### src/rtl/ptt_pkg.sv
`default_nettype none

package ptt_pkg;

  localparam int TIMERS_DEF    = 16;
  localparam int TIME_BITS_DEF = 32;

  // A single scan fires no more than this many timers.
  localparam int FIRE_LIMIT = 16;

  localparam logic [31:0] MIN_PERIOD_RST = 32'd2000;

  localparam logic [1:0] CMD_TICK   = 2'd0;
  localparam logic [1:0] CMD_ADD    = 2'd1;
  localparam logic [1:0] CMD_REMOVE = 2'd2;
  localparam logic [1:0] CMD_CLEAR  = 2'd3;

  localparam logic [2:0] KIND_FIRED = 3'd0;
  localparam logic [2:0] KIND_DONE  = 3'd1;
  localparam logic [2:0] KIND_DUP   = 3'd2;
  localparam logic [2:0] KIND_FULL  = 3'd3;
  localparam logic [2:0] KIND_NONE  = 3'd4;
  localparam logic [2:0] KIND_SHORT = 3'd5;

  typedef struct packed {
    logic [1:0]  cmd;
    logic [3:0]  owner;
    logic [7:0]  name_key;
    logic [31:0] period;
    logic        once;
    logic [31:0] now;
  } ptt_in_t;

  typedef struct packed {
    logic [2:0] kind;
    logic [3:0] fired_owner;
    logic [7:0] fired_key;
    logic       last;
  } ptt_out_t;

  typedef struct packed {
    logic [3:0]  owner;
    logic [7:0]  key;
    logic [31:0] period;
    logic        once;
  } ptt_meta_t;

  typedef struct packed {
    logic rd_en;
    logic meta_en;
    logic last_en;
    logic set_valid;
    logic clr_valid;
  } ptt_ctl_t;

  typedef struct packed {
    logic key_hit;
    logic own_hit;
    logic due;
  } ptt_hit_t;

endpackage

`default_nettype wire

### src/rtl/periodic_oneshot_timer_table.sv
// Channel   Direction  Handshake            Word
// in_       input      in_valid/in_ready    ptt_pkg::ptt_in_t
// out_      output     out_valid/out_ready  ptt_pkg::ptt_out_t
// cfg_      input      cfg_we               cfg_wdata (min_period)
//
// A scanning tick, add, remove or clear is taken in ST_IDLE, walks the
// slots in ST_SCAN through the registered read port and the one compare
// unit, and presents the closing word in ST_FINISH.
// A tick that does not scan and an add with too short a period skip ST_SCAN.
// Reset clears the valid bits and the phase bit and reloads min_period.
// A stall on out_ready holds the scan.
`default_nettype none

module periodic_oneshot_timer_table #(
  parameter int TIMERS    = ptt_pkg::TIMERS_DEF,
  parameter int TIME_BITS = ptt_pkg::TIME_BITS_DEF
) (
  input  wire                clk,
  input  wire                rst_n,
  input  wire                in_valid,
  output logic               in_ready,
  input  ptt_pkg::ptt_in_t   in_word,
  output logic               out_valid,
  input  wire                out_ready,
  output ptt_pkg::ptt_out_t  out_word,
  input  wire                cfg_we,
  input  wire [31:0]         cfg_wdata
);

  localparam int IDX_W = (TIMERS > 1) ? $clog2(TIMERS) : 1;

  ptt_pkg::ptt_in_t     req;
  ptt_pkg::ptt_ctl_t    ctl;
  logic [IDX_W-1:0]     rd_addr;
  logic [IDX_W-1:0]     wr_addr;
  ptt_pkg::ptt_meta_t   wr_meta;
  logic [TIME_BITS-1:0] wr_last;
  ptt_pkg::ptt_meta_t   q_meta;
  logic [TIME_BITS-1:0] q_last;
  logic                 q_slot_valid;
  ptt_pkg::ptt_hit_t    hit;

  ptt_store #(
    .TIMERS    (TIMERS),
    .TIME_BITS (TIME_BITS)
  ) u_store (
    .clk      (clk),
    .rst_n    (rst_n),
    .ctl      (ctl),
    .rd_addr  (rd_addr),
    .wr_addr  (wr_addr),
    .wr_meta  (wr_meta),
    .wr_last  (wr_last),
    .rd_meta  (q_meta),
    .rd_last  (q_last),
    .rd_valid (q_slot_valid)
  );

  ptt_cmp #(
    .TIME_BITS (TIME_BITS)
  ) u_cmp (
    .req        (req),
    .meta       (q_meta),
    .last_time  (q_last),
    .slot_valid (q_slot_valid),
    .hit        (hit)
  );

  ptt_seq #(
    .TIMERS    (TIMERS),
    .TIME_BITS (TIME_BITS)
  ) u_seq (
    .clk          (clk),
    .rst_n        (rst_n),
    .in_valid     (in_valid),
    .in_ready     (in_ready),
    .in_word      (in_word),
    .out_valid    (out_valid),
    .out_ready    (out_ready),
    .out_word     (out_word),
    .cfg_we       (cfg_we),
    .cfg_wdata    (cfg_wdata),
    .req          (req),
    .ctl          (ctl),
    .rd_addr      (rd_addr),
    .wr_addr      (wr_addr),
    .wr_meta      (wr_meta),
    .wr_last      (wr_last),
    .q_meta       (q_meta),
    .q_slot_valid (q_slot_valid),
    .hit          (hit)
  );

endmodule

`default_nettype wire

### src/rtl/ptt_store.sv
`default_nettype none

module ptt_store #(
  parameter int TIMERS    = ptt_pkg::TIMERS_DEF,
  parameter int TIME_BITS = ptt_pkg::TIME_BITS_DEF,
  localparam int IDX_W    = (TIMERS > 1) ? $clog2(TIMERS) : 1
) (
  input  wire                     clk,
  input  wire                     rst_n,
  input  ptt_pkg::ptt_ctl_t       ctl,
  input  wire [IDX_W-1:0]         rd_addr,
  input  wire [IDX_W-1:0]         wr_addr,
  input  ptt_pkg::ptt_meta_t      wr_meta,
  input  wire [TIME_BITS-1:0]     wr_last,
  output ptt_pkg::ptt_meta_t      rd_meta,
  output logic [TIME_BITS-1:0]    rd_last,
  output logic                    rd_valid
);

  ptt_pkg::ptt_meta_t     meta_mem [TIMERS];
  logic [TIME_BITS-1:0]   last_mem [TIMERS];
  logic [TIMERS-1:0]      valid_r;
  logic [IDX_W-1:0]       rd_addr_r;
  ptt_pkg::ptt_meta_t     rd_meta_r;
  logic [TIME_BITS-1:0]   rd_last_r;

  always_ff @(posedge clk) begin
    if (ctl.meta_en) begin
      meta_mem[wr_addr] <= wr_meta;
    end
    if (ctl.last_en) begin
      last_mem[wr_addr] <= wr_last;
    end
  end

  always_ff @(posedge clk) begin
    if (ctl.rd_en) begin
      rd_meta_r <= meta_mem[rd_addr];
      rd_last_r <= last_mem[rd_addr];
    end
  end

  always_ff @(posedge clk) begin
    if (!rst_n) begin
      valid_r   <= '0;
      rd_addr_r <= '0;
    end else begin
      if (ctl.rd_en) begin
        rd_addr_r <= rd_addr;
      end
      if (ctl.set_valid) begin
        valid_r[wr_addr] <= 1'b1;
      end else if (ctl.clr_valid) begin
        valid_r[wr_addr] <= 1'b0;
      end
    end
  end

  // The valid bit is looked up live so that clears made earlier in the
  // same scan are seen.
  assign rd_meta  = rd_meta_r;
  assign rd_last  = rd_last_r;
  assign rd_valid = valid_r[rd_addr_r];

endmodule

`default_nettype wire

### src/rtl/ptt_cmp.sv
`default_nettype none

module ptt_cmp #(
  parameter int TIME_BITS = ptt_pkg::TIME_BITS_DEF
) (
  input  ptt_pkg::ptt_in_t     req,
  input  ptt_pkg::ptt_meta_t   meta,
  input  wire [TIME_BITS-1:0]  last_time,
  input  wire                  slot_valid,
  output ptt_pkg::ptt_hit_t    hit
);

  localparam int SUM_W = ((TIME_BITS > 32) ? TIME_BITS : 32) + 1;

  logic [TIME_BITS-1:0] now_t;
  logic [SUM_W-1:0]     due_at;

  assign now_t  = TIME_BITS'(req.now);
  // The sum keeps its carry, so a deadline past the top of the time range
  // is never due.
  assign due_at = SUM_W'(last_time) + SUM_W'(meta.period);

  always_comb begin
    hit.own_hit = slot_valid && (meta.owner == req.owner);
    hit.key_hit = hit.own_hit && (meta.key == req.name_key);
    hit.due     = slot_valid && (due_at <= SUM_W'(now_t));
  end

endmodule

`default_nettype wire

### src/rtl/ptt_seq.sv
`default_nettype none

module ptt_seq #(
  parameter int TIMERS    = ptt_pkg::TIMERS_DEF,
  parameter int TIME_BITS = ptt_pkg::TIME_BITS_DEF,
  localparam int IDX_W    = (TIMERS > 1) ? $clog2(TIMERS) : 1
) (
  input  wire                     clk,
  input  wire                     rst_n,
  input  wire                     in_valid,
  output logic                    in_ready,
  input  ptt_pkg::ptt_in_t        in_word,
  output logic                    out_valid,
  input  wire                     out_ready,
  output ptt_pkg::ptt_out_t       out_word,
  input  wire                     cfg_we,
  input  wire [31:0]              cfg_wdata,
  output ptt_pkg::ptt_in_t        req,
  output ptt_pkg::ptt_ctl_t       ctl,
  output logic [IDX_W-1:0]        rd_addr,
  output logic [IDX_W-1:0]        wr_addr,
  output ptt_pkg::ptt_meta_t      wr_meta,
  output logic [TIME_BITS-1:0]    wr_last,
  input  ptt_pkg::ptt_meta_t      q_meta,
  input  wire                     q_slot_valid,
  input  ptt_pkg::ptt_hit_t       hit
);

  localparam int CNT_W  = $clog2(TIMERS + 1);
  localparam int FIRE_W = $clog2(ptt_pkg::FIRE_LIMIT + 1);

  localparam logic [1:0] ST_IDLE   = 2'd0;
  localparam logic [1:0] ST_SCAN   = 2'd1;
  localparam logic [1:0] ST_FINISH = 2'd2;

  logic [1:0]          state_r, state_nxt;
  logic                phase_r, phase_nxt;
  ptt_pkg::ptt_in_t    req_r, req_nxt;
  logic                short_r, short_nxt;
  logic [CNT_W-1:0]    iss_r, iss_nxt;
  logic                q_vld_r, q_vld_nxt;
  logic [IDX_W-1:0]    q_idx_r, q_idx_nxt;
  logic [FIRE_W-1:0]   fires_r, fires_nxt;
  logic                dup_r, dup_nxt;
  logic                found_r, found_nxt;
  logic                free_found_r, free_found_nxt;
  logic [IDX_W-1:0]    free_idx_r, free_idx_nxt;
  logic [31:0]         min_period_r, min_period_nxt;
  logic                out_valid_r, out_valid_nxt;
  ptt_pkg::ptt_out_t   out_word_r, out_word_nxt;

  logic                out_free;
  logic                fire_ok;
  logic                need_emit;
  logic                adv;
  logic                more_slots;
  logic                add_write;
  ptt_pkg::ptt_out_t   final_word;
  ptt_pkg::ptt_out_t   fire_word;

  assign in_ready   = (state_r == ST_IDLE);
  assign out_valid  = out_valid_r;
  assign out_word   = out_word_r;
  assign req        = req_r;
  assign rd_addr    = iss_r[IDX_W-1:0];
  assign wr_last    = TIME_BITS'(req_r.now);

  assign out_free   = !out_valid_r || out_ready;
  assign fire_ok    = hit.due && (fires_r < FIRE_W'(ptt_pkg::FIRE_LIMIT));
  assign need_emit  = q_vld_r && (req_r.cmd == ptt_pkg::CMD_TICK) && fire_ok;
  // The scan pipeline holds while a fired word cannot be handed on.
  assign adv        = (state_r == ST_SCAN) && !(need_emit && !out_free);
  assign more_slots = (iss_r < CNT_W'(TIMERS));
  assign add_write  = (req_r.cmd == ptt_pkg::CMD_ADD) && !short_r && !dup_r && free_found_r;

  always_comb begin
    wr_meta.owner  = req_r.owner;
    wr_meta.key    = req_r.name_key;
    wr_meta.period = req_r.period;
    wr_meta.once   = req_r.once;
  end

  always_comb begin
    fire_word.kind        = ptt_pkg::KIND_FIRED;
    fire_word.fired_owner = q_meta.owner;
    fire_word.fired_key   = q_meta.key;
    fire_word.last        = 1'b0;
  end

  always_comb begin
    final_word.last        = 1'b1;
    final_word.fired_owner = req_r.owner;
    final_word.fired_key   = req_r.name_key;
    final_word.kind        = ptt_pkg::KIND_DONE;
    unique case (req_r.cmd)
      ptt_pkg::CMD_TICK: begin
        final_word.fired_owner = '0;
        final_word.fired_key   = '0;
      end
      ptt_pkg::CMD_ADD: begin
        priority if (short_r) begin
          final_word.kind = ptt_pkg::KIND_SHORT;
        end else if (dup_r) begin
          final_word.kind = ptt_pkg::KIND_DUP;
        end else if (!free_found_r) begin
          final_word.kind = ptt_pkg::KIND_FULL;
        end else begin
          final_word.kind = ptt_pkg::KIND_DONE;
        end
      end
      ptt_pkg::CMD_REMOVE: begin
        final_word.kind = found_r ? ptt_pkg::KIND_DONE : ptt_pkg::KIND_NONE;
      end
      ptt_pkg::CMD_CLEAR: begin
        final_word.fired_key = '0;
      end
      default: begin
        final_word.kind = ptt_pkg::KIND_DONE;
      end
    endcase
  end

  always_comb begin
    state_nxt      = state_r;
    phase_nxt      = phase_r;
    req_nxt        = req_r;
    short_nxt      = short_r;
    iss_nxt        = iss_r;
    q_vld_nxt      = q_vld_r;
    q_idx_nxt      = q_idx_r;
    fires_nxt      = fires_r;
    dup_nxt        = dup_r;
    found_nxt      = found_r;
    free_found_nxt = free_found_r;
    free_idx_nxt   = free_idx_r;
    min_period_nxt = cfg_we ? cfg_wdata : min_period_r;
    out_valid_nxt  = out_valid_r && !out_ready;
    out_word_nxt   = out_word_r;
    ctl            = '0;
    wr_addr        = q_idx_r;

    unique case (state_r)
      ST_IDLE: begin
        if (in_valid) begin
          req_nxt        = in_word;
          iss_nxt        = '0;
          q_vld_nxt      = 1'b0;
          fires_nxt      = '0;
          dup_nxt        = 1'b0;
          found_nxt      = 1'b0;
          free_found_nxt = 1'b0;
          short_nxt      = (in_word.period < min_period_r);
          if (in_word.cmd == ptt_pkg::CMD_TICK) begin
            // Only a tick that raises the phase bit scans the table.
            phase_nxt = ~phase_r;
            state_nxt = phase_r ? ST_FINISH : ST_SCAN;
          end else if ((in_word.cmd == ptt_pkg::CMD_ADD) &&
                       (in_word.period < min_period_r)) begin
            state_nxt = ST_FINISH;
          end else begin
            state_nxt = ST_SCAN;
          end
        end
      end
      ST_SCAN: begin
        if (!q_vld_r && !more_slots) begin
          state_nxt = ST_FINISH;
        end else if (adv) begin
          if (more_slots) begin
            ctl.rd_en = 1'b1;
            q_vld_nxt = 1'b1;
            q_idx_nxt = iss_r[IDX_W-1:0];
            iss_nxt   = iss_r + CNT_W'(1);
          end else begin
            // The last slot is handled in this cycle.
            q_vld_nxt = 1'b0;
            state_nxt = ST_FINISH;
          end
          if (q_vld_r) begin
            unique case (req_r.cmd)
              ptt_pkg::CMD_TICK: begin
                if (fire_ok) begin
                  out_valid_nxt = 1'b1;
                  out_word_nxt  = fire_word;
                  fires_nxt     = fires_r + FIRE_W'(1);
                  if (q_meta.once) begin
                    ctl.clr_valid = 1'b1;
                  end else begin
                    ctl.last_en = 1'b1;
                  end
                end
              end
              ptt_pkg::CMD_ADD: begin
                if (hit.key_hit) begin
                  dup_nxt = 1'b1;
                end
                if (!q_slot_valid && !free_found_r) begin
                  free_found_nxt = 1'b1;
                  free_idx_nxt   = q_idx_r;
                end
              end
              ptt_pkg::CMD_REMOVE: begin
                if (hit.key_hit && !found_r) begin
                  found_nxt     = 1'b1;
                  ctl.clr_valid = 1'b1;
                end
              end
              ptt_pkg::CMD_CLEAR: begin
                if (hit.own_hit) begin
                  ctl.clr_valid = 1'b1;
                end
              end
              default: begin
              end
            endcase
          end
        end
      end
      ST_FINISH: begin
        if (out_free) begin
          out_valid_nxt = 1'b1;
          out_word_nxt  = final_word;
          if (add_write) begin
            ctl.meta_en   = 1'b1;
            ctl.last_en   = 1'b1;
            ctl.set_valid = 1'b1;
            wr_addr       = free_idx_r;
          end
          state_nxt = ST_IDLE;
        end
      end
      default: begin
        state_nxt = ST_IDLE;
      end
    endcase
  end

  always_ff @(posedge clk) begin
    if (!rst_n) begin
      state_r      <= ST_IDLE;
      phase_r      <= 1'b0;
      q_vld_r      <= 1'b0;
      iss_r        <= '0;
      fires_r      <= '0;
      dup_r        <= 1'b0;
      found_r      <= 1'b0;
      free_found_r <= 1'b0;
      short_r      <= 1'b0;
      min_period_r <= ptt_pkg::MIN_PERIOD_RST;
      out_valid_r  <= 1'b0;
    end else begin
      state_r      <= state_nxt;
      phase_r      <= phase_nxt;
      q_vld_r      <= q_vld_nxt;
      iss_r        <= iss_nxt;
      fires_r      <= fires_nxt;
      dup_r        <= dup_nxt;
      found_r      <= found_nxt;
      free_found_r <= free_found_nxt;
      short_r      <= short_nxt;
      min_period_r <= min_period_nxt;
      out_valid_r  <= out_valid_nxt;
    end
  end

  always_ff @(posedge clk) begin
    req_r      <= req_nxt;
    q_idx_r    <= q_idx_nxt;
    free_idx_r <= free_idx_nxt;
    out_word_r <= out_word_nxt;
  end

endmodule

`default_nettype wire

### config.mk
export PLATFORM = sky130hd
export DESIGN_NAME = periodic_oneshot_timer_table
export DESIGN_NICKNAME = d
export VERILOG_FILES = /design/src/rtl/ptt_pkg.sv /design/src/rtl/periodic_oneshot_timer_table.sv /design/src/rtl/ptt_store.sv /design/src/rtl/ptt_cmp.sv /design/src/rtl/ptt_seq.sv
export SDC_FILE = /design/constraint.sdc
export NUM_CORES = 1
export LEC_CHECK = 0
export BUFFER_PORTS_ARGS = -buffer_cell sky130_fd_sc_hd__buf_2
export CAP_MARGIN = 25
export CORE_MARGIN = 4
export CORE_UTILIZATION = 45
export CTS_CLUSTER_SIZE = 14
export DETAILED_ROUTE_END_ITERATION = 8
export GPL_TIMING_DRIVEN = 1
export PLACE_DENSITY_LB_ADDON = 0.2
export SYNTH_ARGS = -nofsm -noshare
export SYNTH_HDL_FRONTEND = slang
export SYNTH_SLANG_ARGS = --single-unit
### constraint.sdc
create_clock -name clk -period 7.6 [get_ports clk]
set_input_delay 0.76 -clock clk [delete_from_list [all_inputs] [get_ports clk]]
set_output_delay 0.76 -clock clk [all_outputs]
set_load 0.005 [all_outputs]
==> summary.md, run 1 <==
The floorplan row count came out at 131. The share of async-settable or async-resettable flops after synthesis is 0, and the HPWL after detailed placement is 77.3 mm. For the clock network latency to the later pin of the worst-skew pair, the log shows 0.79 ns. In this run, placement finished with an instance count of 4595. Cell internal power was estimated by the tool at 14.9 mW.

Synthesis produced 2780 cells. The via count normalized by instance count was 5.74; the sequential share of power was 0.507. The analysis attributes to net switching a power of 4.97 mW.

The portion of netlist area occupied by mux cells came out at 0.156. For the hold violation count in the final report, the log shows 0. The wire length of the first global-routing pass was 194 mm.

The worst setup path is of the flip-flop to flip-flop kind. The share of cells above drive strength 1 came out at 0.270. Setup repair after global routing left no endpoint under its margin. The maximum clock rate is 153 MHz, and the count of flip-flops with a built-in enable after synthesis is 1412. The floorplan step defined a die boundary enclosing 135000 sq um. CTS built an H-tree with a depth of 4.

The switching share of power is 0.251, and the number of clock sinks is 1483. Summed negative setup slack over all endpoints: 0 ns. Entering global routing, the biggest net connects 150 pins. From bottom edge to top edge, the die measures 368 um.

For the final antenna diode count, the log shows 0. The share of total power in the clock network is 0.369. The part of the power in combinational logic was 0.124. Final-layout worst hold slack: 0.149 ns. The tools report the final count of pins violating max slew as 0. The power density relative to cell area came out at 298 nW/um^2. The tools report the count of hold-fix buffers inserted at cts as 0. The required time of the critical path is 8.08 ns.

The number of maximum-capacitance violations is 0. For the final database, setup skew stands at 0.0283 ns. After detailed placement, the total cell area comes to 61500 sq um. STA classifies the critical path endpoint as a flip-flop. Mean post-synth cell area: 21.0 sq um.

Most used flip-flop cell after synthesis: edfxtp_1. The post-synthesis share of cell area spent on xor and xnor gates was 0.00586; the largest vdd supply drop was 0.000210 V. The total iterations of the first detailed-routing run is 6, and the largest fanout on the critical path is 17.

The post-synthesis to final-layout area growth works out to 14.0%. The count of unique library cells instantiated by Yosys is 71, and the power after layout is 19.8 mW. Leaving out fill and tap cells, the most frequent cells in the layout are edfxtp_1 (1412), mux4_2 (389), clkbuf_16 (157). For the number of primary I/O pins, the log shows 134.

The die extent in x was 368 um. The worst hold path belongs to the class input port to flip-flop. The post-synthesis compound-gate area fraction is 0.0270, and the number of nets in the synthesized netlist is 3001. The number of antenna violations at the first check in global routing was 6. The sequential share of the synthesized area was 0.751; the final cycle utilization of the critical path was 0.860.

Leaving out filler cells and counting taps, the final layout contains 4875. The global-route usage over all layers is 0.193, and the global-route congestion overflow total is 0. After layout, the minimum clock period comes to 6.54 ns.

The area share of fa/ha/maj cells after synthesis was 0.0227; the count of unresolved DRC violations after routing was 0. The commonest non-fill, non-tap cell in the layout is edfxtp_1. The congestion estimate from routability-driven global placement came to 0.811.

During placement, the flow inserted port buffers numbering 133. Post-synthesis sequential element count: 1483. The routed design has 130 mm of wire. The detail route stage leaves a number of antenna-violating nets equal to 0. For the final-report setup violation count, the log shows 0. For the maximum clock path buffer count, the log shows 3. After clock tree synthesis, the clock-pin slew on the worst setup and hold paths is 0.06 ns. TritonCTS built the clock tree. The basic-gate share of the synthesized area counting and, or, nand and nor cells was 0.0235.

The routed length per placed instance is 26.6 um. After synthesis, the largest family of logic cells by area is multiplexers. Once layout is done, the placed cells without fillers occupy 66500 sq um. The data arrival time of the critical path was 7.02 ns; the via count of the first global-routing pass was 29200.

After the first detailed-routing iteration, the DRC count stood at 2863. For the routed via count, the log shows 28000. The relative slew slack came out at 0.237.

The logs give 155 for the number of CTS-inserted buffers and 10100 for the number of fill cells. In this run the standard cell core region covers 128000 sq um. The synthesized netlist occupies a cell area of 58300 sq um. The worst setup path is launched from a flip-flop.

Post-CTS repair changed the size of 0 cells. For this design the static power due to leakage is 21.1 nW. Transition time of the tightest slew-check pin: 1.15 ns.

For the number of buffers added for setup after CTS, the log shows 0. The run gives 0.455 as the starting density of the core. The Yosys step of the flow raised 0 warnings.

Number of nets in the layout: 3248. The run finished with clean final reports. Buffer type at the clock tree root: clkbuf_16.
worst paths after layout:
check                   startpoint                 endpoint  slack (ns)  cells after the start
min                    in_word[70]            u_seq.req[70]        0.15                      1
max             u_store.rd_meta[4]  u_store.last_mem[3][10]        1.06                     19
max reg2reg     u_store.rd_meta[4]  u_store.last_mem[3][10]        1.06                     19
min reg2reg  u_seq.min_period_r[6]    u_seq.min_period_r[6]        0.49                      2
sequential cells by signal, summed over array words and instances, names as in the netlist, 2 cells and up, named ones only:
signal	cells
u_seq.req	47
u_seq.free_idx_r	4
u_seq.wr_last	32
u_seq.min_period_r	32
u_store.last_mem	512
u_seq.fires_r	5
u_store.rd_meta	45
u_store.meta_mem	720
u_seq.out_word	16
u_seq.q_idx_r	4
u_seq.iss_r	5
u_seq.state_r	2
u_store.rd_addr_r	4
u_store.rd_last	32
critical path, cell delays in order, from the launching register on:
cell and delay [ns]:
edfxtp_1 0.37, ha_1 0.38, a21o_1 0.21, a2111oi_0 0.54, a211oi_1 0.23, o311ai_1 0.38
a21oi_1 0.18, nor3_1 0.28, nor3_1 0.11, xnor2_1 0.13, ha_1 0.30, and4_1 0.21
a221oi_1 0.36, a2111oi_0 0.18, a21oi_1 0.21, o211ai_2 0.40, o21ai_1 0.48, nand2_1 0.36
nor2_4 0.59, buf_4 0.30
layout make-up:
class / instances / area, sq um / area share
Clock inverter: 74 / 815 / 0.0122
Multi-Input combinational cell: 1087 / 13900 / 0.210
Sequential cell: 1483 / 43800 / 0.659
Timing Repair Buffer: 200 / 1260 / 0.0190
Clock buffer: 202 / 4120 / 0.0619
Tap cell: 1729 / 2160 / 0.0325
Inverter: 100 / 380 / 0.00572
layer usage:
| metal | wire (um) | GRT usage | share of wire | up-vias |
|---|---|---|---|---|
| met5 | 0 | 0 | 0 | - |
| met4 | 2400 | 0.0491 | 0.019 | 0 |
| met3 | 8530 | 0.0388 | 0.066 | 169 |
| met2 | 61800 | 0.304 | 0.48 | 931 |
| met1 | 56800 | 0.280 | 0.44 | 14900 |
| li1 | - | - | - | 12000 |
through the flow:
step                       util  worst slack (ns)
after global routing      0.519             0.406
after global placement    0.480              1.06
after detailed placement  0.480              1.07
final                     0.519              1.06
after floorplan               -              1.63
after CTS                 0.519              1.02
synth_stat cells, drive strengths merged (4+ instances only):
| cell type | count | share of area |
|---|---|---|
| ha | 104 | 0.022 |
| nor4 | 5 | 0.00090 |
| a31oi | 16 | 0.0017 |
| dfxtp | 71 | 0.024 |
| a211oi | 8 | 0.0010 |
| and3 | 8 | 0.00086 |
| mux2i | 32 | 0.0055 |
| nor2b | 8 | 0.00086 |
| a22o | 11 | 0.0017 |
| clkbuf | 75 | 0.0048 |
| inv | 100 | 0.0064 |
| a221oi | 4 | 0.00060 |
| o21a | 9 | 0.0012 |
| nand2 | 55 | 0.0035 |
| edfxtp | 1412 | 0.73 |
| nand4 | 17 | 0.0018 |
| a21boi | 5 | 0.00064 |
| a21o | 21 | 0.0027 |
| xor2 | 6 | 0.00090 |
| o211ai | 10 | 0.0014 |
| a21oi | 64 | 0.0056 |
| mux4 | 389 | 0.15 |
| o31ai | 7 | 0.00099 |
| buf | 35 | 0.0025 |
| nand2b | 9 | 0.00097 |
| xnor2 | 33 | 0.0050 |
| or3 | 8 | 0.00086 |
| nand3 | 16 | 0.0014 |
| nor3 | 10 | 0.00086 |
| o221a | 5 | 0.00097 |
| nor2 | 120 | 0.0077 |
| o21ai | 58 | 0.0052 |
cells by family after synthesis:
family                   count (synthesis)
flip-flops                            1483
multiplexers                           422
AND/OR/NAND/NOR                        281
AO/OA/AOI/OAI                          240
buffers and inverters                  210
adder cells (fa/ha/maj)                105
XOR/XNOR                                39
power groups by stage:
stage	Combinational [mW]	Sequential, mW	Clock, mW
2_1_floorplan	1.73	10.0	0
3_3_place_gp	2.43	10.2	0
3_5_place_dp	2.47	10.2	0
4_1_cts	2.47	10.1	7.50
5_1_grt	2.72	10.1	7.86
6_report	2.45	10.1	7.32
No activity file was read; power rests on OpenSTA's default activity.
==> run 2, diff against run 1 <==
--- a/config.mk
+++ b/config.mk
@@ -7,12 +7,14 @@
 export LEC_CHECK = 0
 export BUFFER_PORTS_ARGS = -buffer_cell sky130_fd_sc_hd__buf_2
 export CAP_MARGIN = 25
+export CORE_ASPECT_RATIO = 1.5
 export CORE_MARGIN = 4
 export CORE_UTILIZATION = 45
 export CTS_CLUSTER_SIZE = 14
 export DETAILED_ROUTE_END_ITERATION = 8
 export GPL_TIMING_DRIVEN = 1
 export PLACE_DENSITY_LB_ADDON = 0.2
+export REMOVE_ABC_BUFFERS = 1
 export SYNTH_ARGS = -nofsm -noshare
 export SYNTH_HDL_FRONTEND = slang
 export SYNTH_SLANG_ARGS = --single-unit
==> summary.md, run 2 (synthesis gave the netlist of run 1 again) <==
The worst hold path terminates at u_seq.req[73]. The floorplan step defined a core boundary enclosing 129000 sq um. For the sequential share of power, the log shows 0.510. The logs give 0.313 for the relative slew slack and 0.830 for the final weighted congestion of routability-driven global placement.

The setup path with the least slack is of type flip-flop to flip-flop. Clock network latency to the later pin of the worst-skew pair: 0.77 ns. The run gives 0.125 as the part of the power in combinational logic. TritonCTS created 143 clock buffers. The number of antenna violations at the first check in global routing is 6.

The run finished with clean final reports. Clock-pin slew was measured on the worst setup and hold paths at 0.06 ns. Relative to the synthesized area, the layout overhead comes to 13.6%.

Kind of launch point of the worst setup path: a flip-flop. The number of buffers added for setup after CTS was 0; the setup slack of the most critical reg-to-reg path was 1.11 ns. In this run the worst hold path is classified as input port to flip-flop. The endpoint of the most critical register-to-register path is u_store.last_mem[15][2]. In this run the tool buffered the top-level ports with 133 buffer cells. The number of clock sinks is 1483, and the largest net degree at the start of global routing is 137.

The first detailed-routing pass took 5 iterations. The share of total power in the clock network was 0.365. The power density relative to cell area came out at 298 nW/um^2. The die extent in x is 302 um. Across the run, the number of max-cap violations was 0.

The switching share of power came out at 0.247. For this block, the initial DRC count from the detailed router was 2561. In the layout the commonest cells are edfxtp_1 (1412), mux4_2 (389), clkbuf_16 (147).

Global-route congestion overflow total: 0. The tools report the post-route core utilization as 0.516. Before CTS, the worst setup slack after placement is 1.13 ns. At the end of the flow, the number of nets in the layout was 3229. The number of H-tree branching levels came out at 4. After detailed routing, the average wire length per cell comes to 27.6 um. For the maximum clock rate, the log shows 154 MHz.

The logs give 0.000256 V for the largest vdd supply drop and 0 for the final-report setup violation count. TritonCTS built the clock tree. STA classifies the critical path endpoint as a flip-flop. Starting density of the core: 0.454. The routed layout has 27900 vias.

After detailed routing, the number of vias per cell comes to 5.76. The largest register by flop count was u_store.meta_mem. The number of cells on the worst reg-to-reg path was 21; the largest fanout on the critical path was 25.

The post-cts sizing count came out at 0. The hold violation count in the final report is 0. On the final layout, the worst hold slack is 0.171 ns. The final count of pins violating max slew was 0.

Summed over all nets, the switching power comes to 4.88 mW. Setup repair after global routing left no endpoint under its margin. The share of cells above drive strength 1 came out at 0.269.

In this run the critical register-to-register path is launched from u_store.rd_meta[4]. The transition time of the tightest slew-check pin is 1.03 ns, and the via count of the first global-routing pass is 29700. The logs give 20.9 nW for the cell leakage power and 0.0321 ns for the final setup skew. The run gives 8.00 ns as the required time of the critical path. The global-route usage over all layers came out at 0.199.

The tree is rooted in a clkbuf_16. In the routed design, unresolved DRC markers number 0. After legalization and detailed placement, the total HPWL measured 79.0 mm. Commonest non-fill, non-tap cell in the layout: edfxtp_1.

In this run the core area contains 161 standard-cell rows. After clock tree synthesis, the flow added hold-fix buffers numbering 0. In this run the count of I/O pins placed on the die edge is 134. The worst hold path depth works out to 1. The data arrival time of the critical path was 6.89 ns.

The final cycle utilization of the critical path came out at 0.854. The first global-routing pass estimated 197 mm of wire. For the sum of routed wire length over all layers, the log shows 133 mm. The tools report the start point of the worst min-delay path as in_word[73].

From bottom edge to top edge, the die measures 449 um. The internal portion of the total power is 14.9 mW. The slack of the critical path was 1.11 ns; the flip-flop count of the largest register after layout was 720.

In this run the deepest clock path goes through 3 buffers. The run gives 136000 sq um as the area enclosed by the die boundary. The post-route antenna net violation count came out at 0.

The final period demand of the worst path was 6.49 ns.
run 2: metrics by stage:
step	area, sq um	cells	TNS, ns	total power [mW]
2_1_floorplan	57900	2670	-538.76	12.1
3_3_place_gp	61500	4570	0	12.6
3_5_place_dp	61500	4571	0	12.7
4_1_cts	66200	4829	0	19.9
5_1_grt	66300	4833	0	20.6
6_report	66300	4833	0	19.8
run 2: worst max-delay path: stages, from the launching register on:
cell and delay, ns:
edfxtp_1 0.36, ha_1 0.37, a21o_1 0.21, a2111oi_0 0.65
a211oi_1 0.28, o311ai_1 0.41, a21oi_1 0.19, nor3_1 0.29
nor3_1 0.11, xnor2_1 0.14, ha_1 0.31, a21oi_1 0.17
nand2_1 0.08, a221oi_1 0.37, a2111oi_0 0.18, a21oi_1 0.24
o211ai_2 0.12, buf_4 0.22, o21ai_1 0.33, nand2_1 0.33
nor2_4 0.34, buf_4 0.40
run 2: worst max path at each step:
stage | from | end | slack [ns] | depth (start not counted)
after floorplan | u_seq.iss_r[0] | u_seq.q_idx_r[0] | -6.82 | 0
after global placement | u_store.rd_meta[4] | u_store.last_mem[15][5] | 1.23 | 21
after detailed placement | u_store.rd_meta[4] | u_store.last_mem[13][4] | 1.13 | 21
after CTS | u_store.rd_meta[4] | u_store.last_mem[13][2] | 1.11 | 21
after global routing | u_store.rd_meta[4] | u_store.last_mem[13][2] | 0.55 | 21
final | u_store.rd_meta[4] | u_store.last_mem[15][2] | 1.11 | 21
run 2: routing by layer:
| metal | track usage | part of all wire |
|---|---|---|
| met2 | 0.346 | 0.53 |
| met5 | 0 | 0.00020 |
| met1 | 0.261 | 0.40 |
| met4 | 0.0572 | 0.024 |
| met3 | 0.0306 | 0.046 |
run 2: layout make-up:
cell class,count,area [sq um]
Fill cell,10200,62300
Sequential cell,1483,43800
Multi-Input combinational cell,1087,13900
Clock buffer,177,3790
Tap cell,1711,2140
Timing Repair Buffer,193,1230
Clock inverter,81,936
Inverter,100,380
Antenna cell,1,2.50
run 2: power groups by stage:
stage	clock network, mW	logic [mW]	registers (mW)
after CTS	7.39	2.47	10.1
after floorplan	0	1.92	10.2
final	7.22	2.46	10.1
after detailed placement	0	2.46	10.3
after global routing	7.72	2.71	10.1
after global placement	0	2.41	10.2
==> run 3, diff against run 2 <==
--- a/config.mk
+++ b/config.mk
@@ -7,6 +7,8 @@
 export LEC_CHECK = 0
 export BUFFER_PORTS_ARGS = -buffer_cell sky130_fd_sc_hd__buf_2
 export CAP_MARGIN = 25
+export CELL_PAD_IN_SITES_DETAIL_PLACEMENT = 0
+export CELL_PAD_IN_SITES_GLOBAL_PLACEMENT = 1
 export CORE_ASPECT_RATIO = 1.5
 export CORE_MARGIN = 4
 export CORE_UTILIZATION = 45
==> summary.md, run 3 (synthesis gave the netlist of run 1 again) <==
The flow ran to the end, and the final reports show no timing, DRC or antenna violations. Overall power consumption after layout is estimated at 19.2 mW. The area inside the core boundary was 129000 sq um. The path with the worst hold slack has its endpoint at u_seq.wr_last[29]. Compared with the post-synthesis result, the final layout area differs by 13.0%. For this design the ratio of total power to cell area is 291 nW/um^2. Wires add up to 133 mm.

The detailed router placed 27600 vias in this run. The critical setup path kind was flip-flop to flip-flop. For the number of primary I/O pins, the log shows 134.

The post-route antenna net violation count was 0. The worst path needs 6.67 ns of the cycle, external delays included. STA puts the critical path data arrival time at 7.04 ns. The routed wire length on met3 is 5.44 mm, and the cell leakage power is 20.8 nW. For the hold violation count in the final report, the log shows 0. The count of buffering cells on the critical path with inverters included came out at 1. The setup slack of the most critical reg-to-reg path is 0.93 ns. The final-layout worst hold slack is 0.174 ns. The die is 449 um tall. Wire length of the first global-routing pass: 197 mm. The routed design uses 71.2 mm of met2 wire.

The final setup skew was 0.0268 ns. After clock tree synthesis, the clock-pin slew on the worst setup and hold paths is 0.06 ns. The starting density of the core was 0.454; the largest net degree at the start of global routing was 138. The number of cells on the worst reg-to-reg path was 19; the maximum clock rate was 150 MHz. The largest fanout on the critical path was 32.

The global-route congestion overflow total was 0. In this run the most critical hold path is launched from in_word[29]. The count of hold-fix buffers inserted at cts is 0. For the number of clock sinks, the log shows 1483. At the worst endpoint, the required time is 7.97 ns. The share of cells above drive strength 1 was 0.270; the final cycle utilization of the critical path was 0.878. The die extent in x is 302 um, and the floorplan row count is 161. The run gives 4574 as the number of placed instances with taps included. For this run, the post-layout net count is 3230. The final antenna diode count came out at 0.

The via count normalized by instance count works out to 5.71. The dominant delay contributor by cell family on the critical path is compound AO/OA/AOI/OAI gates. The endpoint of the most critical register-to-register path is u_store.last_mem[4][3]. Buffers inserted during clock tree synthesis total 143. For the relative slew slack, the log shows 0.292. The tree is rooted in a clkbuf_16. Final-report setup violation count: 0.

The highest metal layer used by the detailed router was met4. TritonCTS built the clock tree. The kind of launch point of the worst setup path is a flip-flop. Post-cts sizing count: 0. The classification of the worst-slack hold path was input port to flip-flop.

Counting buffers and inverters, the worst setup path is 19 cells deep. The delay of the slowest cell on the worst path was 0.67 ns; the clock network latency to the later pin of the worst-skew pair was 0.76 ns. For this run, design rule violations remaining after detail routing come to 0. The commonest non-fill, non-tap cell in the layout was edfxtp_1. For the global-route usage over all layers, the log shows 0.198. The number of antenna violations at the first check in global routing came out at 2. The tool flagged a number of max-cap violations equal to 0. The critical path goes through ha_1 > a21o_1 > a2111oi_0 > a211oi_1 > o311ai_1 > a21oi_1 > nor3_1 > nor3_1 > xnor2_1 > ha_1 > and4_1 > a221oi_1 > a2111oi_0 > a21oi_1 > o211ai_2 > o21ai_1 > nand2_1 > nor2_4 > buf_4.

The H-tree generated during clock tree synthesis spans 4 levels. The run gives 3 as the maximum clock path buffer count. The final count of pins violating max slew is 0.

For the count of non-filler cells in the finished layout, the log shows 4830. Setup repair after global routing left no endpoint under its margin. The launching point of the worst reg2reg path is u_store.rd_meta[4].

The post-route core utilization is 0.513, and the HPWL after detailed placement is 80.2 mm. The worst hold path depth was 1. The die covers 136000 sq um. The routed length per placed instance is 27.5 um, and the total iterations of the first detailed-routing run is 5.

The slowest stage of the critical path belongs to the cell a2111oi_0. Fill cells in the final layout number 10200. The run gives 29400 as the via count of the first global-routing pass. Leaving out fill and tap cells, the most frequent cells in the layout are edfxtp_1 (1412), mux4_2 (389), clkbuf_16 (146). The DRC marker count from the first detailed-route iteration is 2249.

In this run the post-CTS setup repair buffer count came out at 0. The register with the most flip-flops in the layout has 720 of them. Ranked by flip-flop count, first place goes to u_store.meta_mem.

The congestion estimate from routability-driven global placement came to 0.802. For the pin with the worst max-slew slack, the measured transition is 1.06 ns. Largest vdd supply drop: 0.000230 V.

The detailed router put a total of 53.4 mm of wire on met1. The element type at the critical path end was a flip-flop. The count of port buffers added during placement was 133.
-- run 3: cell types whose count changed in the layout (fill, tap and decap cells not counted), moves of 2 or more --
| cell | before | now |
|---|---|---|
| buf_4 | 52 | 50 |
| clkinv_8 | 2 | 4 |
| clkbuf_8 | 0 | 2 |
| clkinv_4 | 3 | 1 |
| clkbuf_1 | 30 | 20 |
| buf_12 | 6 | 9 |
| clkinv_2 | 22 | 35 |
| bufinv_16 | 20 | 4 |
| clkinv_1 | 28 | 33 |
-- run 3: stage by stage --
| stage | area, sq um | setup slack, ns | TNS (ns) |
|---|---|---|---|
| floorplan | 57900 | -6.82 | -538.76 |
| global placement | 61500 | 1.01 | 0 |
| detailed placement | 61500 | 0.951 | 0 |
| CTS | 65900 | 0.932 | 0 |
| global route | 65900 | 0.403 | 0 |
| finish | 65900 | 0.929 | 0 |
-- run 3: area by class of cell --
| class | instances | area, sq um | share of cell area |
|---|---|---|---|
| Sequential cell | 1483 | 43800 | 0.665 |
| Inverter | 100 | 380 | 0.00577 |
| Clock buffer | 168 | 3760 | 0.0570 |
| Tap cell | 1711 | 2140 | 0.0325 |
| Clock inverter | 87 | 621 | 0.00941 |
| Timing Repair Buffer | 194 | 1250 | 0.0190 |
| Multi-Input combinational cell | 1087 | 13900 | 0.212 |
-- run 3: layer usage --
metal	global-route usage	up-vias
li1	-	12000
met1	0.256	14700
met2	0.352	715
met3	0.0276	167
met4	0.0497	0
met5	0	-
-- run 3: report_power, final --
part / internal (mW) / leakage [nW] / total (mW) / switching, mW
clock network: 3.69 / 2.16 / 6.67 / 2.98
registers: 9.61 / 13.3 / 10.1 / 0.465
logic: 1.03 / 5.30 / 2.44 / 1.41
-- run 3: worst max-delay path by stage --
stage	start	end
2_1_floorplan	u_seq.iss_r[0]	u_seq.q_idx_r[0]
3_3_place_gp	u_store.rd_meta[4]	u_store.last_mem[7][1]
3_5_place_dp	u_store.rd_meta[4]	u_store.last_mem[4][7]
4_1_cts	u_store.rd_meta[4]	u_store.last_mem[1][2]
5_1_grt	u_store.rd_meta[4]	u_store.last_mem[5][9]
6_report	u_store.rd_meta[4]	u_store.last_mem[4][3]
